## config.mk

```make
export PLATFORM = sky130hd
export DESIGN_NAME = ibm_find
export DESIGN_NICKNAME = d
export VERILOG_FILES = /design/src/id_bitmap_allocator_macros.svh /design/src/ibm_pkg.sv /design/src/ibm_find.sv
export SDC_FILE = /design/constraint.sdc
export NUM_CORES = 1
export LEC_CHECK = 0
export CAP_MARGIN = 30
export CORE_ASPECT_RATIO = 0.6
export CORE_MARGIN = 2
export CORE_UTILIZATION = 55
export DETAILED_ROUTE_END_ITERATION = 7
export DONT_BUFFER_PORTS = 1
export PLACE_DENSITY = 0.81
export SETUP_SLACK_MARGIN = 0.2
export SLEW_MARGIN = 20
export SYNTH_ARGS = -nofsm -noshare
export SYNTH_HDL_FRONTEND = slang
export SYNTH_SLANG_ARGS = --single-unit
```

## constraint.sdc

```tcl
create_clock -name vclk -period 15.5
set_clock_uncertainty 0.2 [all_clocks]
set_input_delay 3.1 -clock vclk [all_inputs]
set_output_delay 3.1 -clock vclk [all_outputs]
set_load 0.02 [all_outputs]
```

## src/id_bitmap_allocator_macros.svh

```systemverilog
// Assertion shorthands for the identifier allocator.
// Both sample on clk and are disabled while arst_n is low.
`ifndef ID_BITMAP_ALLOCATOR_MACROS_SVH
`define ID_BITMAP_ALLOCATOR_MACROS_SVH

// Consequent must hold in the same cycle as the antecedent.
`define IBM_ASSERT_NOW(lbl, ante, cons, msg) \
	lbl: assert property (@(posedge clk) disable iff (!arst_n) (ante) |-> (cons)) \
		else $error(msg);

// Consequent must hold in the cycle after the antecedent.
`define IBM_ASSERT_NEXT(lbl, ante, cons, msg) \
	lbl: assert property (@(posedge clk) disable iff (!arst_n) (ante) |=> (cons)) \
		else $error(msg);

`endif

```

## src/ibm_pkg.sv

```systemverilog
`timescale 1ns / 1ps
`default_nettype none

package ibm_pkg;

	// Map geometry
	localparam int unsigned NUM_IDS   = 4096;
	localparam int unsigned WORD_BITS = 64;
	localparam int unsigned MAP_WORDS = (NUM_IDS + WORD_BITS - 1) / WORD_BITS;
	localparam int unsigned WORD_AW   = (MAP_WORDS > 1) ? $clog2(MAP_WORDS) : 1;
	localparam int unsigned BIT_AW    = $clog2(WORD_BITS);
	localparam int unsigned KIDX_W    = WORD_AW + BIT_AW;

	// Field and register widths
	localparam int unsigned ID_W      = 16;
	localparam int unsigned CNT_CFG_W = 13;
	localparam int unsigned ROOM_W    = ID_W + 1;
	localparam int unsigned CNT_W     = $clog2(NUM_IDS + 1);
	localparam int unsigned CFG_DW    = ID_W;

	// Two-level lowest-free search inside one word
	localparam int unsigned GRP_W  = 8;
	localparam int unsigned GRP_N  = WORD_BITS / GRP_W;
	localparam int unsigned GRP_AW = $clog2(GRP_N);
	localparam int unsigned GBIT_AW = $clog2(GRP_W);

	// Register reset values
	localparam logic [ID_W-1:0]      BASE_ID_RST  = 16'd300;
	localparam logic [CNT_CFG_W-1:0] ID_COUNT_RST = 13'd4096;

	typedef enum logic {
		CMD_ALLOC   = 1'b0,
		CMD_RELEASE = 1'b1
	} cmd_t;

	typedef enum logic [1:0] {
		STAT_OK    = 2'd0,
		STAT_FULL  = 2'd1,
		STAT_RANGE = 2'd2
	} status_t;

	typedef enum logic {
		CFG_BASE_ID  = 1'b0,
		CFG_ID_COUNT = 1'b1
	} cfg_idx_t;

	typedef enum logic [2:0] {
		S_IDLE,
		S_SCAN,
		S_REL_RD,
		S_REL_WR,
		S_DONE
	} state_t;

	typedef struct packed {
		logic              found;
		logic [BIT_AW-1:0] bit_idx;
	} find_res_t;

endpackage

`default_nettype wire

```

## src/ibm_find.sv

```systemverilog
`timescale 1ns / 1ps
`default_nettype none

module ibm_find
	import ibm_pkg::*;
(
	input  wire logic [WORD_BITS-1:0] word,
	input  wire logic                 is_last,
	input  wire logic [BIT_AW-1:0]    last_b,
	output find_res_t                 res
);

	logic [WORD_BITS-1:0] mask;
	logic [WORD_BITS-1:0] free;
	logic [GRP_N-1:0]     grp_any;
	logic [GRP_AW-1:0]    gsel;
	logic [GRP_W-1:0]     sub;
	logic [GBIT_AW-1:0]   bsel;

	// Only bits up to the last identifier of the range count in the last word
	assign mask = is_last ? ({WORD_BITS{1'b1}} >> (BIT_AW'(WORD_BITS - 1) - last_b))
	                      : {WORD_BITS{1'b1}};
	assign free = ~word & mask;

	always_comb begin
		for (int g = 0; g < GRP_N; g++) begin
			grp_any[g] = |free[g*GRP_W +: GRP_W];
		end
	end

	// Lowest group holding a free bit, then lowest bit inside it
	always_comb begin
		gsel = '0;
		for (int g = GRP_N - 1; g >= 0; g--) begin
			if (grp_any[g]) begin
				gsel = GRP_AW'(g);
			end
		end
	end

	assign sub = free[gsel*GRP_W +: GRP_W];

	always_comb begin
		bsel = '0;
		for (int b = GRP_W - 1; b >= 0; b--) begin
			if (sub[b]) begin
				bsel = GBIT_AW'(b);
			end
		end
	end

	assign res.found   = |grp_any;
	assign res.bit_idx = {gsel, bsel};

endmodule

`default_nettype wire

```

* Word level (Yosys, flattened, before mapping)
Index checks and enable logic that the tools add are counted. Widths: inputs -> output; s select.
Storage, ports and cells: word-level logic and storage cells 31, input port bits 71, register bits after elaboration 0
Operators by class: shifts and indexed selects 2, $add $sub $neg 1, mux-type cells 17, bitwise logic cells 2, reductions and logical operators 9
Operators by type and width (number):
- $and 64x64->64 | 1
- $mux 64 | 1
- $not 64->64 | 1
- $reduce_or 64->1 | 1
- $reduce_or 8->1 | 8
- $shiftx 64x7->8 | 1
- $shr 64x6->64 const A | 1
- $mux 3 | 16
- $sub 6x6->6 const A | 1

* Longest topological paths before layout
Gate-level depths: netlist of the first run.
depth after elaboration 22, depth in mapped cells 15, gate-level depth less buffers 12

* Worst setup path before layout of the first run
Ideal clock, no wire load.
kind input to output, start point input last_b[4], end point output res[1] (netlist bit), path buffers 2, slack 5.721 ns, stages 13, data arrival time 6.479 ns, path through buf_6 > nor3b_4 > a211oi_1 > or3_1 > or3b_1 > buf_6 > or4_4 > and2_4 > a31o_1 > a21oi_2 > o21ai_1 > or4b_4 > a31oi_1
RTL lines:
- start: declaration | line ibm_find.sv:9 | input wire logic [BIT_AW-1:0] last_b,
- end: declaration | line ibm_find.sv:10 | output find_res_t res

==> impl_metrics.tcl, run 1 <==
set metrics [dict create \
    seqCellArea_um2 0 \
    crit_path_start_kind "input port" \
    rsz0062_at_grt "false" \
    start_util 0.565 \
    syn_nets 394 \
    grt_pass1_wl_mm 13.4 \
    overflow 0 \
    synthDistinctLibCells 70 \
    n_antenna_cell 0 \
    fin_tns_setup_ns 0 \
    design.seq.count 0 \
    design.portCount 78 \
    row_count 17 \
    yosys.area.top_type "a21oi_1" \
    yosysTopAreaCellShare 0.0862 \
    drive_gt1_frac 0.0635 \
    dp_hpwl_mm 7.37 \
    leakagePower_nw 0.667 \
    path_class "input port to output pin" \
    maxCapViolations 0 \
    fin_hold_ws_ns 6.51 \
    run_status "completed" \
    ir_worst_vdd_uv 11.3 \
    routabilityCongestion 1.03 \
    hold_viol_final 0 \
    hold_buffers 0 \
    drtIter0Drc 466 \
    dr.pass1.iters 7 \
    cts.repair.resized 0 \
    ant_nets 0 \
    synth_cells 323 \
    arrival_ns 7.41 \
    vias_per_cell 8.12 \
    fin_crit_ns 10.71 \
    fp.dieW_um 82.5 \
    setup_viol 0 \
    period_share 0.691 \
    postCtsSetupBuffers 0 \
    hp-class "input port to output pin" \
    synth_most_common_cell "a21oi_1" \
    num-nets-final 372 \
    grt_pass1_vias 2467 \
    relSlewSlack 0.459 \
    crit_fanout 25 \
    maxSlewViolCount 0 \
    wirelength_mm 9.21 \
    drc 0 \
    synth-seq-area-share 0 \
    synth.avg_cell_area_um2 6.29 \
    power_uw 41.6 \
    yosys_warnings 0 \
    port_buffers 0 \
    track_usage 0.429 \
    critical_path_required_ns 12.20 \
    tightest_slew_ns 0.810 \
    fp.dieH_um 51.1 \
    core_area_um2 3590 \
    cp-end-kind "output pin" \
    power_per_cell_area_nw_per_um2 21.3 \
    fmaxAchievable_ghz 0.0934 \
    syn_area_um2 2030 \
    grt_start_max_net_pins 27 \
    ys_top_cells_by_area "a21oi_1, a211oi_1, nor2_1, o21ai_0, a31oi_1" \
    clkbuf_count 0 \
    routedWlPerCell_um 26.6 \
    fin_cells 346 \
    area_growth_pct -3.63 \
    synth_commonest_cells "a21oi_1, nor2_1, nand2_1" \
    antenna_found_initial 0 \
    dp.cells 346 \
    die_area_um2 4210 \
    vias 2811 \
]
## cell type report
class                           count  area, µm²
Timing Repair Buffer                2       15.0
Tap cell                           47       58.8
Inverter                           13       48.8
Multi-Input combinational cell    284       1840
Fill cell                         383       1640
## metrics by stage
| stage | setup WS [ns] | utilization | area (µm²) |
|---|---|---|---|
| 6_report | 4.79 | 0.545 | 1960 |
| 3_5_place_dp | 5.04 | 0.545 | 1960 |
| 2_1_floorplan | 5.72 | - | 2030 |
| 3_3_place_gp | 4.83 | 0.543 | 1950 |
| 4_1_cts | 5.03 | 0.545 | 1960 |
| 5_1_grt | 4.69 | 0.545 | 1960 |
## path summary, 6_finish.rpt
check                 startpoint     end  slack (ns)  cells past startpoint
worst min-delay path     word[1]  res[2]        6.51                      3
worst max-delay path   last_b[2]  res[2]        4.79                     12
## critical path: stages
cell and delay (ns):
clkinv_1 0.27, maj3_1 0.45, a221oi_1 0.61, nor4_1 0.26, a21oi_1 0.28, o21a_1 0.23
o21a_1 0.44, clkinv_1 0.41, mux2i_1 0.22, o211ai_2 0.19, or4b_4 0.50, a311oi_2 0.45
## layout by cell type (no fill, tap or decap), types with 3 or more instances in the layout
master    Yosys  layout
a21oi_1      35      35
nor2_1       30      30
nand2_1      23      23
o21ai_0      19      19
a211oi_1     19      19
a31oi_1      15      15
a21o_1       12      12
inv_1        11      11
o211ai_1     11      11
nand3_1      10      10
nand2b_1      7       7
o21a_1        6       6
nor2b_1       5       5
a221oi_1      5       5
nor3_1        4       4
and2_1        4       4
o21ai_1       4       4
nand4_1       4       4
or3_1         4       4
a22oi_1       3       3
o221ai_1      3       3
or4_1         3       3
a21boi_0      3       3
a211o_1       3       3
o22ai_1       3       3
a41oi_1       3       3
mux2i_1       3       3
## kinds of logic (layout without fill, tap and decap cells)
logic type      after synthesis  after routing  synth area share
compound gates              167            167             0.568
simple gates                112            112             0.310
buf+inv                      39             15            0.0967
mux                           3              3            0.0148
fa+ha+maj                     2              2           0.00985
## power breakdown
group / internal [mW] / leakage (nW) / switching, mW / total (mW)
logic: 0.0154 / 0.667 / 0.0263 / 0.0416
registers: 0 / 0 / 0 / 0
clock network: 0 / 0 / 0 / 0
## per-layer routing
layer / vias to the layer above / global-route usage / wire length [µm]
li1: 1231 / - / -
met3: 30 / 0.0954 / 1590
met5: - / 0 / 0
met4: 0 / 0.100 / 214
met2: 285 / 0.608 / 3620
met1: 1265 / 0.643 / 3790
No activity file was read; power rests on OpenSTA's default activity.
==> run 2, diff against run 1 <==
- ABC_AREA: unset -> 1
- PLACE_DENSITY: 0.81 -> 0.84
- clock period: 15.5 -> 9.24 ns (I/O delays scaled with it)
==> run 2 against run 1 <==
Worst setup slack got worse by 2.9 ns. Sequential share of layout area unchanged. Synthesized cell count increased by 18%. Combinational power increased by 65%. Power increased by 65%. Critical path depth increased by 8. Count of clock-buffer cells in the layout unchanged. Routed wire length decreased by 19%. Sequential cell count unchanged. Global-route usage decreased by 5.6 points.
==> impl_metrics.tcl, run 2 <==
set metrics [dict create \
    fin_crit_ns 7.32 \
    maxCapViolations 0 \
    yosys_warnings 0 \
    final_util 0.561 \
    path_class "input port to output pin" \
    routabilityCongestion 1.08 \
    synth-seq-area-share 0 \
    synth_adder_area_share 0 \
    relSlewSlack 0.478 \
    ant_nets 0 \
    drc 0 \
    grt_pass1_wl_mm 11.6 \
    start_util 0.578 \
    yosys.area_share.simple 0.653 \
    cts.repair.resized 0 \
    drtIter0Drc 414 \
    core_area_um2 3280 \
    synth_cells 380 \
    dr.pass1.iters 5 \
    overflow 0 \
    syn_nets 451 \
    ys_top_cells_by_area "nand2_1, nand3_1, nor2_1, inv_1, a21oi_1" \
    port_buffers 0 \
    synth_commonest_cells "nand2_1, nor2_1, nand3_1" \
    multi_input_area_um2 1640 \
    hp-class "input port to output pin" \
    fp.dieW_um 79.8 \
    leakagePower_nw 0.876 \
    crit_path_start_kind "input port" \
    dp_hpwl_mm 6.09 \
    synth_top_family_by_area "simple AND/OR/NAND/NOR gates" \
    vias 2597 \
    clkbuf_count 0 \
    synth.avg_cell_area_um2 4.99 \
    grt_start_max_net_pins 33 \
    tightest_slew_ns 0.777 \
    syn_area_um2 1900 \
    layout_common_cells "nand2_1, nor2_1, nand3_1, inv_1, a21oi_1" \
    wirelength_mm 7.43 \
    fill_cells 364 \
    postCtsSetupBuffers 0 \
    grt_pass1_vias 2320 \
    period_share 0.792 \
    ir_worst_vdd_uv 17.7 \
    final_common_cell "nand2_1" \
    seqCellArea_um2 0 \
    synth_xor_xnor_area_share 0 \
    vias_per_cell 6.29 \
    antenna_found_initial 1 \
    critical_path_required_ns 7.19 \
    synth_mux_area_frac 0 \
    hold_buffers 0 \
    yosysTopAreaCellShare 0.237 \
    design.portCount 78 \
    die_area_um2 3950 \
    hold_viol_final 0 \
    synth_most_common_cell "nand2_1" \
    maxSlewViolCount 0 \
    setup_viol 0 \
    crit_fanout 23 \
    fp.dieH_um 49.5 \
    drive_gt1_frac 0.0954 \
    run_status "completed" \
    area_growth_pct -3.03 \
    fin_hold_ws_ns 3.84 \
    design.seq.count 0 \
    fin_tns_setup_ns 0 \
    num-nets-final 440 \
    synthDistinctLibCells 37 \
    track_usage 0.372 \
    cp-end-kind "output pin" \
    power_per_cell_area_nw_per_um2 37.2 \
    rsz0062_at_grt "false" \
    routedWlPerCell_um 18.0 \
    fmaxAchievable_ghz 0.137 \
    arrival_ns 5.27 \
    synth_compound_area_frac 0.212 \
    row_count 16 \
    yosys.area.top_type "nand2_1" \
]
-- run 2: cell types whose count changed after synthesis, sizes merged, moves of 15 or more --
cell and change:
nor2 +29, inv +24, a211oi -19, a21oi -15, nand3 +40, nand2 +106
-- run 2: report_power, final --
group / internal (mW) / total [mW] / switching (mW)
Clock: 0.0000000145 / 0.0000000145 / 0
Combinational: 0.0222 / 0.0685 / 0.0463
Sequential: 0 / 0 / 0
Total: 0.0222 / 0.0685 / 0.0463
-- run 2: path summary, 6_finish.rpt --
kind / cells after the start / end / from / slack, ns
worst max-delay path: 20 / res[0] / is_last / 1.92
worst min-delay path: 4 / res[0] / word[0] / 3.84
-- run 2: layer usage --
| metal | part of all wire | GRT usage |
|---|---|---|
| met5 | 0 | 0 |
| met4 | 0.022 | 0.0678 |
| met3 | 0.18 | 0.104 |
| met2 | 0.40 | 0.538 |
| met1 | 0.39 | 0.551 |
-- run 2: critical path: stages --
cell and delay, ns:
inv_2 0.03, nor2_4 0.41, nand3_2 0.18, o21bai_1 0.22
nand2_1 0.11, nor4_4 0.67, nand2_1 0.12, clkinv_1 0.13
nand2_4 0.14, inv_2 0.29, nand3_1 0.20, nand2_1 0.12
nand2_1 0.07, nand2_1 0.08, nand2_1 0.05, nand2_1 0.05
nand2_1 0.05, nand2_1 0.06, nand2_1 0.05, a21oi_1 0.38
-- run 2: logic make-up (layout without fill, tap and decap cells) --
logic type / Yosys count / after routing
AND/OR/NAND/NOR: 263 / 263
AO/OA/AOI/OAI: 67 / 67
buffers and inverters: 50 / 37
other: 0 / 1
-- run 2: per-stage QoR --
step                      total power [mW]  setup slack (ns)  area (µm²)  cells
after floorplan                     0.0557              2.98        1900    380
after global placement              0.0652              2.09        1840    412
after detailed placement            0.0657              2.01        1840    412
after CTS                           0.0661              2.01        1840    412
after global routing                0.0756              1.57        1840    413
final                               0.0685              1.92        1840    413
-- run 2: layout make-up --
cell class,count,share of cell area
diodes,1,0.00136
inverters,37,0.0755
multi-input cells,330,0.893
well taps,45,0.0306
